--- src/hdl/multi_kind_timer_bank_macros.svh ---
// ----------------------------------------------------------------------------
// Assertion macros for the timer bank
// Shared checks written in one form across the project.
// ----------------------------------------------------------------------------
`ifndef MULTI_KIND_TIMER_BANK_MACROS_SVH
`define MULTI_KIND_TIMER_BANK_MACROS_SVH

// same-cycle implication
`define MKTB_ASSERT_NOW(label, ante, cons) \
  label: assert property (@(posedge clk) disable iff (rst) (ante) |-> (cons)) \
    else $error("mktb check failed");

// next-cycle implication
`define MKTB_ASSERT_NEXT(label, ante, cons) \
  label: assert property (@(posedge clk) disable iff (rst) (ante) |=> (cons)) \
    else $error("mktb check failed");

`endif

--- src/hdl/mktb_pkg.sv ---
// ----------------------------------------------------------------------------
// mktb_pkg
// Constants, codes and types of the timer bank.
// ----------------------------------------------------------------------------
package mktb_pkg;
  localparam int SLOTS = 8;
  localparam int TYPES = 4;
  localparam int SW = (SLOTS > 1) ? $clog2(SLOTS) : 1;
  localparam int IW = $clog2(TYPES * SLOTS);
  localparam logic [16:0] SKIP_MAX = 17'd131071;

  localparam logic [2:0] KIND_ADD    = 3'd0;
  localparam logic [2:0] KIND_REMOVE = 3'd1;
  localparam logic [2:0] KIND_TICK   = 3'd2;
  localparam logic [2:0] KIND_PROC   = 3'd3;
  localparam logic [2:0] KIND_PAUSE  = 3'd4;
  localparam logic [2:0] KIND_RESUME = 3'd5;

  localparam logic [1:0] TT_COUNTDOWN = 2'd0;
  localparam logic [1:0] TT_STOPWATCH = 2'd1;
  localparam logic [1:0] TT_STEP      = 2'd2;
  localparam logic [1:0] TT_UPDATE    = 2'd3;

  localparam logic [1:0] RES_FIRED = 2'd0;
  localparam logic [1:0] RES_ADDED = 2'd1;
  localparam logic [1:0] RES_FULL  = 2'd2;
  localparam logic [1:0] RES_DONE  = 2'd3;

  typedef struct packed {
    logic signed [31:0] a;
    logic signed [31:0] b;
    logic               sub;
  } alu_req_t;

  typedef struct packed {
    logic signed [31:0] sum;  // saturated a+b or a-b
    logic               lt;   // a < b
  } alu_rsp_t;
endpackage

--- src/hdl/mktb_if.sv ---
// ----------------------------------------------------------------------------
// mktb channel interfaces
// Valid/ready channels for input items and result items.
// ----------------------------------------------------------------------------
interface mktb_in_if;
  logic        valid;
  logic        ready;
  logic [2:0]  kind;
  logic [1:0]  timer_type;
  logic [2:0]  slot;
  logic [30:0] amount;
  logic [30:0] lifetime;
  logic [15:0] skip_frames;
  logic        repeat_flag;
  modport source (output valid, kind, timer_type, slot, amount, lifetime, skip_frames,
                  repeat_flag, input ready);
  modport sink (input valid, kind, timer_type, slot, amount, lifetime, skip_frames,
                repeat_flag, output ready);
endinterface

interface mktb_out_if;
  logic       valid;
  logic       ready;
  logic [1:0] event_res;
  logic [1:0] event_type;
  logic [2:0] event_slot;
  logic       last;
  modport source (output valid, event_res, event_type, event_slot, last, input ready);
  modport sink (input valid, event_res, event_type, event_slot, last, output ready);
endinterface

--- src/hdl/multi_kind_timer_bank.sv ---
// ----------------------------------------------------------------------------
// multi_kind_timer_bank
// Bank of countdown, stopwatch, step and update timers, SLOTS of each type.
// ----------------------------------------------------------------------------
// Usage:
//   in_ch carries one item per handshake: add, remove, tick, process,
//   pause all or resume all. out_ch returns the results of that item; the
//   final result of every item has last set.
//   Add answers added (with slot) or pool full; process answers one fired
//   result per firing entry, in type then slot order, then done. All other
//   kinds answer a single done.
//   Add loads its result straight from the work state; remove, pause,
//   resume and undefined kinds pass through the done state to load done.
//   Tick and process walk all 4*SLOTS entries through the one shared
//   adder/comparator, one entry a cycle while no fired result stalls.
//   in_ch.ready is high only between items, so one item is in work at a time;
//   with no stall the next item is taken the cycle after the last result loads.
//   The single output register holds a result until taken; while out_ch
//   stalls with a fired result pending, the entry walk waits on it.
//   Reset (rst, synchronous) frees every slot and clears running and saved
//   bits; the block is ready as soon as reset drops.
// ----------------------------------------------------------------------------
`include "multi_kind_timer_bank_macros.svh"

module multi_kind_timer_bank
  import mktb_pkg::*;
(
  input logic        clk,
  input logic        rst,
  mktb_in_if.sink    in_ch,
  mktb_out_if.source out_ch
);
  localparam logic [1:0] ST_IDLE = 2'd0;
  localparam logic [1:0] ST_WORK = 2'd1;
  localparam logic [1:0] ST_DONE = 2'd2;
  localparam logic [SW-1:0] S_LAST = SW'(SLOTS - 1);

  logic [1:0] state;

  // latched item
  logic [2:0]  kind;
  logic [1:0]  ttype;
  logic [2:0]  slot;
  logic [30:0] amount;
  logic [30:0] lifetime;
  logic [15:0] skips;
  logic        rep;

  // timer state
  logic [3:0]         used [SLOTS];
  logic [3:0]         running [SLOTS];
  logic [3:0]         saved [SLOTS];
  logic               repeat_bit [SLOTS];
  logic signed [31:0] limit_time [TYPES*SLOTS];
  logic signed [31:0] run_time [TYPES*SLOTS];
  logic signed [31:0] life_time [SLOTS];
  logic [15:0]        skip_limit [SLOTS];
  logic [16:0]        skip_count [SLOTS];

  // entry walk
  logic [1:0]    t_cnt;
  logic [SW-1:0] s_cnt;
  logic [IW-1:0] idx;

  // output register
  logic       ov;
  logic [1:0] o_res, o_type;
  logic [2:0] o_slot;
  logic       o_last;
  logic       out_free;

  alu_req_t alu_req;
  alu_rsp_t alu_rsp;

  mktb_alu u_alu (.req(alu_req), .rsp(alu_rsp));

  // first free slot of the requested type
  logic          found;
  logic [SW-1:0] free_s;
  always_comb begin
    found = 1'b0;
    free_s = '0;
    for (int i = SLOTS - 1; i >= 0; i--) begin
      if (!used[i][ttype]) begin
        found = 1'b1;
        free_s = SW'(i);
      end
    end
  end

  logic entry_used, entry_run, fire, expire, skip_lt, walk_end, go;

  assign idx = IW'(IW'(t_cnt) * IW'(SLOTS) + IW'(s_cnt));
  assign entry_used = used[s_cnt][t_cnt];
  assign entry_run = running[s_cnt][t_cnt];
  assign walk_end = (t_cnt == TT_UPDATE) && (s_cnt == S_LAST);
  assign out_free = !ov || out_ch.ready;
  assign skip_lt = {1'b0, skip_limit[s_cnt]} < skip_count[s_cnt];

  // one operation of the shared unit per entry
  always_comb begin
    alu_req.a = run_time[idx];
    alu_req.b = $signed({1'b0, amount});
    alu_req.sub = 1'b1;
    if (kind == KIND_TICK) begin
      alu_req.sub = (t_cnt == TT_COUNTDOWN);
    end else begin
      case (t_cnt)
        TT_COUNTDOWN: begin
          alu_req.a = run_time[idx];
          alu_req.b = '0;
        end
        TT_UPDATE: begin
          alu_req.a = life_time[s_cnt];
          alu_req.b = run_time[idx];
        end
        default: begin
          alu_req.a = limit_time[idx];
          alu_req.b = run_time[idx];
        end
      endcase
    end
  end

  always_comb begin
    expire = (t_cnt == TT_UPDATE) && alu_rsp.lt;
    fire = (t_cnt == TT_UPDATE) ? (!alu_rsp.lt && skip_lt) : alu_rsp.lt;
    go = !(kind == KIND_PROC && entry_used && fire) || out_free;
  end

  assign in_ch.ready = (state == ST_IDLE) && !rst;

  always_ff @(posedge clk) begin
    if (rst) begin
      state <= ST_IDLE;
      t_cnt <= '0;
      s_cnt <= '0;
      for (int i = 0; i < SLOTS; i++) begin
        used[i] <= '0;
        running[i] <= '0;
        saved[i] <= '0;
        repeat_bit[i] <= 1'b0;
      end
    end else begin
      case (state)
        ST_IDLE: begin
          if (in_ch.valid) begin
            kind <= in_ch.kind;
            ttype <= in_ch.timer_type;
            slot <= in_ch.slot;
            amount <= in_ch.amount;
            lifetime <= in_ch.lifetime;
            skips <= in_ch.skip_frames;
            rep <= in_ch.repeat_flag;
            t_cnt <= '0;
            s_cnt <= '0;
            state <= ST_WORK;
          end
        end
        ST_WORK: begin
          case (kind)
            KIND_ADD: begin
              if (out_free) begin
                if (found) begin
                  used[free_s][ttype] <= 1'b1;
                  running[free_s][ttype] <= 1'b1;
                  case (ttype)
                    TT_COUNTDOWN: begin
                      repeat_bit[free_s] <= rep;
                      limit_time[IW'(free_s)] <= $signed({1'b0, amount});
                      run_time[IW'(free_s)] <= $signed({1'b0, amount});
                    end
                    TT_UPDATE: begin
                      skip_limit[free_s] <= skips;
                      skip_count[free_s] <= {1'b0, skips};
                      life_time[free_s] <= $signed({1'b0, lifetime});
                      run_time[IW'(IW'(3 * SLOTS) + IW'(free_s))] <= '0;
                    end
                    default: begin
                      limit_time[IW'(IW'(ttype) * IW'(SLOTS) + IW'(free_s))] <=
                        $signed({1'b0, amount});
                      run_time[IW'(IW'(ttype) * IW'(SLOTS) + IW'(free_s))] <= '0;
                    end
                  endcase
                end
                state <= ST_IDLE;
              end
            end
            KIND_REMOVE: begin
              if (32'(slot) < 32'(SLOTS)) begin
                used[SW'(slot)][ttype] <= 1'b0;
                running[SW'(slot)][ttype] <= 1'b0;
                if (ttype == TT_COUNTDOWN) begin
                  repeat_bit[SW'(slot)] <= 1'b0;
                end else begin
                  run_time[IW'(IW'(ttype) * IW'(SLOTS) + IW'(SW'(slot)))] <= '0;
                end
                if (ttype == TT_UPDATE) begin
                  skip_limit[SW'(slot)] <= '0;
                end
              end
              state <= ST_DONE;
            end
            KIND_PAUSE: begin
              for (int i = 0; i < SLOTS; i++) begin
                saved[i] <= running[i];
                running[i] <= '0;
              end
              state <= ST_DONE;
            end
            KIND_RESUME: begin
              for (int i = 0; i < SLOTS; i++) begin
                running[i] <= saved[i];
              end
              state <= ST_DONE;
            end
            KIND_TICK, KIND_PROC: begin
              if (go) begin
                if (kind == KIND_TICK) begin
                  if (entry_used && entry_run) begin
                    run_time[idx] <= alu_rsp.sum;
                    if (t_cnt == TT_UPDATE && skip_count[s_cnt] < SKIP_MAX) begin
                      skip_count[s_cnt] <= skip_count[s_cnt] + 17'd1;
                    end
                  end
                end else if (entry_used) begin
                  case (t_cnt)
                    TT_COUNTDOWN: begin
                      if (fire) begin
                        run_time[idx] <= limit_time[idx];
                        if (!repeat_bit[s_cnt]) begin
                          used[s_cnt][0] <= 1'b0;
                          running[s_cnt][0] <= 1'b0;
                          repeat_bit[s_cnt] <= 1'b0;
                        end
                      end
                    end
                    TT_STOPWATCH: begin
                      if (fire) begin
                        used[s_cnt][1] <= 1'b0;
                        running[s_cnt][1] <= 1'b0;
                        run_time[idx] <= '0;
                      end
                    end
                    TT_STEP: begin
                      if (fire) begin
                        run_time[idx] <= '0;
                      end
                    end
                    default: begin
                      if (expire) begin
                        used[s_cnt][3] <= 1'b0;
                        running[s_cnt][3] <= 1'b0;
                        run_time[idx] <= '0;
                        skip_limit[s_cnt] <= '0;
                      end else if (fire) begin
                        skip_count[s_cnt] <= '0;
                      end
                    end
                  endcase
                end
                if (walk_end) begin
                  state <= ST_DONE;
                end else if (s_cnt == S_LAST) begin
                  s_cnt <= '0;
                  t_cnt <= t_cnt + 2'd1;
                end else begin
                  s_cnt <= s_cnt + SW'(1);
                end
              end
            end
            default: begin
              state <= ST_DONE;
            end
          endcase
        end
        ST_DONE: begin
          if (out_free) begin
            state <= ST_IDLE;
          end
        end
        default: begin
          state <= ST_IDLE;
        end
      endcase
    end
  end

  // result register
  logic emit_add, emit_fire, emit_done;
  assign emit_add = (state == ST_WORK) && (kind == KIND_ADD) && out_free;
  assign emit_fire = (state == ST_WORK) && (kind == KIND_PROC) && entry_used && fire &&
                     out_free;
  assign emit_done = (state == ST_DONE) && out_free;

  always_ff @(posedge clk) begin
    if (rst) begin
      ov <= 1'b0;
    end else if (emit_add || emit_fire || emit_done) begin
      ov <= 1'b1;
    end else if (out_ch.ready) begin
      ov <= 1'b0;
    end
  end

  always_ff @(posedge clk) begin
    if (emit_add) begin
      o_res <= found ? RES_ADDED : RES_FULL;
      o_type <= ttype;
      o_slot <= found ? 3'(free_s) : 3'd0;
      o_last <= 1'b1;
    end else if (emit_fire) begin
      o_res <= RES_FIRED;
      o_type <= t_cnt;
      o_slot <= 3'(s_cnt);
      o_last <= 1'b0;
    end else if (emit_done) begin
      o_res <= RES_DONE;
      o_type <= '0;
      o_slot <= '0;
      o_last <= 1'b1;
    end
  end

  assign out_ch.valid = ov;
  assign out_ch.event_res = o_res;
  assign out_ch.event_type = o_type;
  assign out_ch.event_slot = o_slot;
  assign out_ch.last = o_last;

  `MKTB_ASSERT_NEXT(a_accept_busy, in_ch.valid && in_ch.ready, state != ST_IDLE)
  `MKTB_ASSERT_NEXT(a_done_last, emit_done, ov && o_last && o_res == RES_DONE)
  `MKTB_ASSERT_NOW(a_fire_walk, emit_fire, kind == KIND_PROC && state == ST_WORK)
  `MKTB_ASSERT_NEXT(a_stall_hold, ov && !out_ch.ready && state == ST_WORK &&
                    kind == KIND_PROC && entry_used && fire, $stable(idx))
endmodule

--- src/hdl/mktb_alu.sv ---
// ----------------------------------------------------------------------------
// mktb_alu
// Shared saturating add/subtract and signed compare.
// ----------------------------------------------------------------------------
module mktb_alu
  import mktb_pkg::*;
(
  input  alu_req_t req,
  output alu_rsp_t rsp
);
  logic signed [32:0] ax, bx, res, diff;

  always_comb begin
    ax = {req.a[31], req.a};
    bx = {req.b[31], req.b};
    diff = ax - bx;
    res = req.sub ? diff : (ax + bx);
    rsp.lt = diff[32];
    if (res[32] != res[31]) begin
      rsp.sum = res[32] ? 32'sh8000_0000 : 32'sh7FFF_FFFF;
    end else begin
      rsp.sum = res[31:0];
    end
  end
endmodule
--- src/flat_wrapper.sv ---
// flat-port wrapper written by rule: the top's interface ports become plain ports
module multi_kind_timer_bank_flat import mktb_pkg::*;
  (clk, rst, in_ch_valid, in_ch_kind, in_ch_timer_type, in_ch_slot, in_ch_amount, in_ch_lifetime, in_ch_skip_frames, in_ch_repeat_flag, in_ch_ready, out_ch_valid, out_ch_event_res, out_ch_event_type, out_ch_event_slot, out_ch_last, out_ch_ready);
  mktb_in_if in_ch_i ();
  mktb_out_if out_ch_i ();
  input logic clk;
  input logic rst;
  input wire logic [$bits(in_ch_i.valid)-1:0] in_ch_valid;
  input wire logic [$bits(in_ch_i.kind)-1:0] in_ch_kind;
  input wire logic [$bits(in_ch_i.timer_type)-1:0] in_ch_timer_type;
  input wire logic [$bits(in_ch_i.slot)-1:0] in_ch_slot;
  input wire logic [$bits(in_ch_i.amount)-1:0] in_ch_amount;
  input wire logic [$bits(in_ch_i.lifetime)-1:0] in_ch_lifetime;
  input wire logic [$bits(in_ch_i.skip_frames)-1:0] in_ch_skip_frames;
  input wire logic [$bits(in_ch_i.repeat_flag)-1:0] in_ch_repeat_flag;
  output wire logic [$bits(in_ch_i.ready)-1:0] in_ch_ready;
  output wire logic [$bits(out_ch_i.valid)-1:0] out_ch_valid;
  output wire logic [$bits(out_ch_i.event_res)-1:0] out_ch_event_res;
  output wire logic [$bits(out_ch_i.event_type)-1:0] out_ch_event_type;
  output wire logic [$bits(out_ch_i.event_slot)-1:0] out_ch_event_slot;
  output wire logic [$bits(out_ch_i.last)-1:0] out_ch_last;
  input wire logic [$bits(out_ch_i.ready)-1:0] out_ch_ready;
  assign in_ch_i.valid = in_ch_valid;
  assign in_ch_i.kind = in_ch_kind;
  assign in_ch_i.timer_type = in_ch_timer_type;
  assign in_ch_i.slot = in_ch_slot;
  assign in_ch_i.amount = in_ch_amount;
  assign in_ch_i.lifetime = in_ch_lifetime;
  assign in_ch_i.skip_frames = in_ch_skip_frames;
  assign in_ch_i.repeat_flag = in_ch_repeat_flag;
  assign in_ch_ready = in_ch_i.ready;
  assign out_ch_valid = out_ch_i.valid;
  assign out_ch_event_res = out_ch_i.event_res;
  assign out_ch_event_type = out_ch_i.event_type;
  assign out_ch_event_slot = out_ch_i.event_slot;
  assign out_ch_last = out_ch_i.last;
  assign out_ch_i.ready = out_ch_ready;
  multi_kind_timer_bank u_core (.clk(clk), .rst(rst), .in_ch(in_ch_i), .out_ch(out_ch_i));
endmodule
--- config.mk ---
export PLATFORM = sky130hd
export DESIGN_NAME = multi_kind_timer_bank_flat
export DESIGN_NICKNAME = d
export VERILOG_FILES = /design/src/hdl/mktb_pkg.sv /design/src/hdl/mktb_if.sv /design/src/hdl/multi_kind_timer_bank.sv /design/src/hdl/mktb_alu.sv /design/src/flat_wrapper.sv
export VERILOG_INCLUDE_DIRS = /design/src /design/src/hdl
export SDC_FILE = /design/constraint.sdc
export NUM_CORES = 2
export LEC_CHECK = 0
export BUFFER_PORTS_ARGS = -buffer_cell sky130_fd_sc_hd__buf_2
export CAP_MARGIN = 20
export CORE_MARGIN = 2
export CORE_UTILIZATION = 25
export DETAILED_ROUTE_END_ITERATION = 10
export SYNTH_ARGS = -nofsm -noshare
export SYNTH_HDL_FRONTEND = slang
export SYNTH_SLANG_ARGS = --single-unit
--- constraint.sdc ---
create_clock -name clk -period 25 [get_ports clk]
set_clock_uncertainty 0.05 [all_clocks]
set_input_delay 0 -clock clk [delete_from_list [all_inputs] [get_ports clk]]
set_output_delay 0 -clock clk [all_outputs]
set_load 0.05 [all_outputs]
==> impl_metrics.py <==
metrics = {
    "sta": {
        "setup_viol": 0,
        "post-route-min-period_ps": 11110,
        "timing.final.crit_share_pct": 44.4,
        "timing_worst_slew_pin_value_ps": 1140,
        "maxClockFrequency_ghz": 0.0900,
        "timing.final.max_slew_violations": 0,
        "grt_setup_unrepaired": "false",
        "hold_violations": 0,
        "normalized_max_slew_margin_pct": 23.8,
        "post-route-worst-setup-slack_ps": 13890,
        "hold-worst-slack_ps": 256,
        "setup_tns_ps": 0,
    },
    "yosys": {
        "synth_fp_nets": 5775,
        "synth-edff-count": 2726,
        "mapped_avg_cell_area_um2": 20.0,
        "syn_area_um2": 112000,
        "synth_cell_type_count": 103,
        "synthesis.yosys.warnings": 0,
        "async_reset_ff_share_pct": 0,
        "synthCells": 5591,
        "synth_sequential_area_ratio_pct": 73.4,
        "ys_ff_latch": 2738,
        "ys_dominant_reg_cell": "sky130_fd_sc_hd__edfxtp_1",
    },
    "flow_run": {
        "number_of_maximum_capacitance_violations": 0,
    },
    "detailed_routing": {
        "wl_per_cell_um": 25.6,
        "routed_via_density": 4.84,
        "drtIter0Drc": 7337,
        "antenna_violating_nets_post_route": 0,
        "wirelength_mm": 312,
        "drc": 0,
        "detailedRoute.firstPassIterationCount": 8,
        "num_vias": 58900,
    },
    "floorplan": {
        "placementRows": 245,
        "die_width_um": 673,
        "die_area_um2": 453000,
        "io_pins": 101,
        "effective_utilization_at_floorplan_pct": 25.1,
        "die_h_um": 673,
        "core_um2": 445000,
    },
    "placed_design": {
        "io_buf_count": 100,
        "globalplace.congestion": 0.913,
        "worst_slack_at_placement_ps": 13670,
        "place_hpwl_mm": 179,
        "placed_cell_area_um2": 121000,
    },
    "clock_network": {
        "cts_num_sinks": 2738,
        "cts_tree": "yes",
        "ctsHoldBuffers": 178,
        "cts.root.buffer_cell": "sky130_fd_sc_hd__clkbuf_16",
        "cts_repair_resize_count": 0,
        "insertion_delay_ps": 870,
        "cts.repair_timing.setup_buffer_count": 0,
        "post_cts_clock_slew_at_the_launch_and_capture_registers_of_the_worst_setup_and_hold_paths_ps": 60,
        "cts_max_level": 5,
        "numCtsBuffers": 287,
        "cts_max_path_buffers": 4,
    },
    "layout": {
        "share_of_final_layout_standard_cells_stronger_than_drive_strength_1_pct": 26.0,
        "register_area_um2": 82100,
        "layout.cells.most_common": "sky130_fd_sc_hd__edfxtp_1",
        "area.growth.synth_to_final_pct": 17.7,
        "combined_area_of_the_multi_input_logic_cells_um2": 28800,
        "n_fill_cell": 43100,
        "final_nets": 6219,
        "post-route-cell-area_um2": 132000,
        "mostFrequentLayoutCells": "2726 x sky130_fd_sc_hd__edfxtp_1, 779 x sky130_fd_sc_hd__mux4_2, 302 x sky130_fd_sc_hd__clkbuf_16, 260 x sky130_fd_sc_hd__nand2_1, 187 x sky130_fd_sc_hd__nor2_1",
    },
    "critical_path": {
        "critical_path.max_stage_delay_ps": 840,
        "worst_setup_path_start_kind": "register",
        "type_of_the_worst_setup_path": "register to register",
        "crit_top_cell": "sky130_fd_sc_hd__buf_4",
        "library_cell_contributing_the_largest_single_delay_on_the_critical_path": "sky130_fd_sc_hd__buf_4",
        "critPathArrivalTime_ps": 11590,
        "crit_buf_inv": 5,
        "critPathRequiredTime_ps": 25480,
        "worstPathCellList": "buf_4, buf_4, buf_4, buf_4, mux4_2, mux4_2, nand2_1, nand2_1, a21oi_1, o22ai_1, ha_1, or3_1, nand2b_1, a221oi_2, a211oi_2, nor4_2, o211a_1, or3_1, nand3_1, a221oi_1, nor2b_4, buf_4",
        "worst-path-max-fanout": 54,
        "kind_of_cell_adding_the_most_delay_to_the_critical_path": "buffers and inverters",
        "end_kind": "register",
    },
    "pwr": {
        "static-leakage-power_uw": 0.0398,
        "max-vdd-ir-drop_uv": 55.9,
        "pwr_density_cell_nw_per_um2": 73.4,
    },
    "global_route": {
        "global_route_wire_length_before_repair_mm": 441,
        "grt_overflow_total": 0,
        "grt_start_max_net_pins": 141,
        "via_count_of_the_first_global_routing_pass": 59300,
        "grt_antenna_before_repair": 13,
        "global_route.usage.total_pct": 13.3,
    },
    "hold_path": {
        "worst_hold_path_type": "input pin to register",
    },
    "outcome": {
        "run_status": "finished clean",
    },
}
==> cells in the mapped netlist, types with 15 or more instances <==
cell type / number / area [um^2]
sky130_fd_sc_hd__edfxtp_1: 2726 / 81900
sky130_fd_sc_hd__mux4_2: 779 / 17500
sky130_fd_sc_hd__nand2_1: 260 / 976
sky130_fd_sc_hd__nor2_1: 245 / 920
sky130_fd_sc_hd__o21ai_0: 187 / 936
sky130_fd_sc_hd__clkbuf_1: 182 / 683
sky130_fd_sc_hd__a21oi_1: 119 / 596
sky130_fd_sc_hd__mux2i_1: 93 / 931
sky130_fd_sc_hd__ha_1: 91 / 1140
sky130_fd_sc_hd__inv_1: 88 / 330
sky130_fd_sc_hd__buf_1: 78 / 293
sky130_fd_sc_hd__and2_1: 56 / 350
sky130_fd_sc_hd__o22ai_1: 50 / 313
sky130_fd_sc_hd__a22o_1: 46 / 403
sky130_fd_sc_hd__buf_2: 43 / 215
sky130_fd_sc_hd__nor3_1: 42 / 210
sky130_fd_sc_hd__nand3_1: 39 / 195
sky130_fd_sc_hd__nor2b_1: 36 / 225
sky130_fd_sc_hd__xnor2_1: 25 / 219
sky130_fd_sc_hd__mux2_2: 20 / 225
sky130_fd_sc_hd__nand2b_1: 18 / 113
sky130_fd_sc_hd__o211ai_1: 18 / 135
sky130_fd_sc_hd__o31ai_1: 17 / 128
sky130_fd_sc_hd__or3_1: 17 / 106
sky130_fd_sc_hd__a211oi_1: 15 / 113
sky130_fd_sc_hd__nor4_1: 15 / 93.8
==> layer usage <==
metal,routed length (um),global-route usage (%),vias up
met5,13,0,-
li1,-,-,24100
met4,11900,4.74,2
met2,148000,21.7,2787
met1,125000,17.8,31600
met3,25900,2.50,509
==> report_power, final <==
group / switching [uW] / total [uW] / internal (uW)
registers: 17.3 / 5080 / 5070
clock network: 1740 / 4170 / 2430
logic: 255 / 423 / 168
total: 2010 / 9670 / 7660
==> kinds of logic after synthesis <==
kind of cell | after synthesis | synth area share [%]
AOI/OAI and AO/OA | 617 | 3.62
xor gates and xnor gates | 37 | 0.290
adders and majority gates | 93 | 1.05
buffers and inverters | 410 | 1.49
DFF | 2738 | 73.4
muxes | 897 | 16.8
and+or+nand+nor | 799 | 3.39
==> flip-flops by register name (all words and copies together), names as in the netlist, 3 cells and up, named ones only <==
signal	count
u_core.out_ch.event_slot	3
u_core.used	32
u_core.amount	31
u_core.running	32
u_core.s_cnt	3
u_core.slot	3
u_core.skips	16
u_core.kind	3
u_core.life_time	248
u_core.skip_limit	128
u_core.run_time	1024
u_core.lifetime	31
u_core.skip_count	136
u_core.limit_time	992
u_core.repeat_bit	8
u_core.saved	32
==> worst register-to-register path, cell delays in order (launching register included) <==
cell                       delay (ps)
sky130_fd_sc_hd__dfxtp_4          800
sky130_fd_sc_hd__buf_4            840
sky130_fd_sc_hd__buf_4            850
sky130_fd_sc_hd__buf_4            740
sky130_fd_sc_hd__buf_4            780
sky130_fd_sc_hd__mux4_2           440
sky130_fd_sc_hd__mux4_2           500
sky130_fd_sc_hd__nand2_1          120
sky130_fd_sc_hd__nand2_1          200
sky130_fd_sc_hd__a21oi_1          220
sky130_fd_sc_hd__o22ai_1          130
sky130_fd_sc_hd__ha_1             470
sky130_fd_sc_hd__or3_1            420
sky130_fd_sc_hd__nand2b_1         170
sky130_fd_sc_hd__a221oi_2         360
sky130_fd_sc_hd__a211oi_2         270
sky130_fd_sc_hd__nor4_2           360
sky130_fd_sc_hd__o211a_1          520
sky130_fd_sc_hd__or3_1            360
sky130_fd_sc_hd__nand3_1          120
sky130_fd_sc_hd__a221oi_1         760
sky130_fd_sc_hd__nor2b_4          840
sky130_fd_sc_hd__buf_4            480
==> metrics by stage <==
step / cells / power [uW] / util, %
final: 12200 / 9670 / 29.6
after global routing: 12200 / 9950 / 29.6
after CTS: 12200 / 9750 / 29.5
after detailed placement: 11500 / 5580 / 27.1
after global placement: 11500 / 5570 / 27.1
after floorplan: 5591 / 5430 / -
==> path summary, 6_finish.rpt <==
kind	start	to	slack [ps]	cells past startpoint
setup / recovery	u_core.s_cnt[1]$_SDFFE_PP0P_	u_core.run_time[21][4]$_DFFE_PP_	13890	22
hold / removal	rst	u_core.saved[1][14]$_SDFFCE_PP0P_	260	3
setup reg to reg	u_core.s_cnt[1]$_SDFFE_PP0P_	u_core.run_time[21][4]$_DFFE_PP_	13890	22
hold reg to reg	u_core.out_ch.last$_SDFFE_PP1P_	u_core.out_ch.last$_SDFFE_PP1P_	450	2
==> cell type report <==
| cell class | count | area share (%) |
|---|---|---|
| Clock buffer | 361 | 5.89 |
| Antenna cell | 1 | 0.00190 |
| Tap cell | 5928 | 5.63 |
| Inverter | 91 | 0.267 |
| Multi-Input combinational cell | 2443 | 21.9 |
| Timing Repair Buffer | 474 | 3.03 |
| Sequential cell | 2738 | 62.3 |
| Clock inverter | 147 | 1.00 |
(Power assumes the default switching activity.)
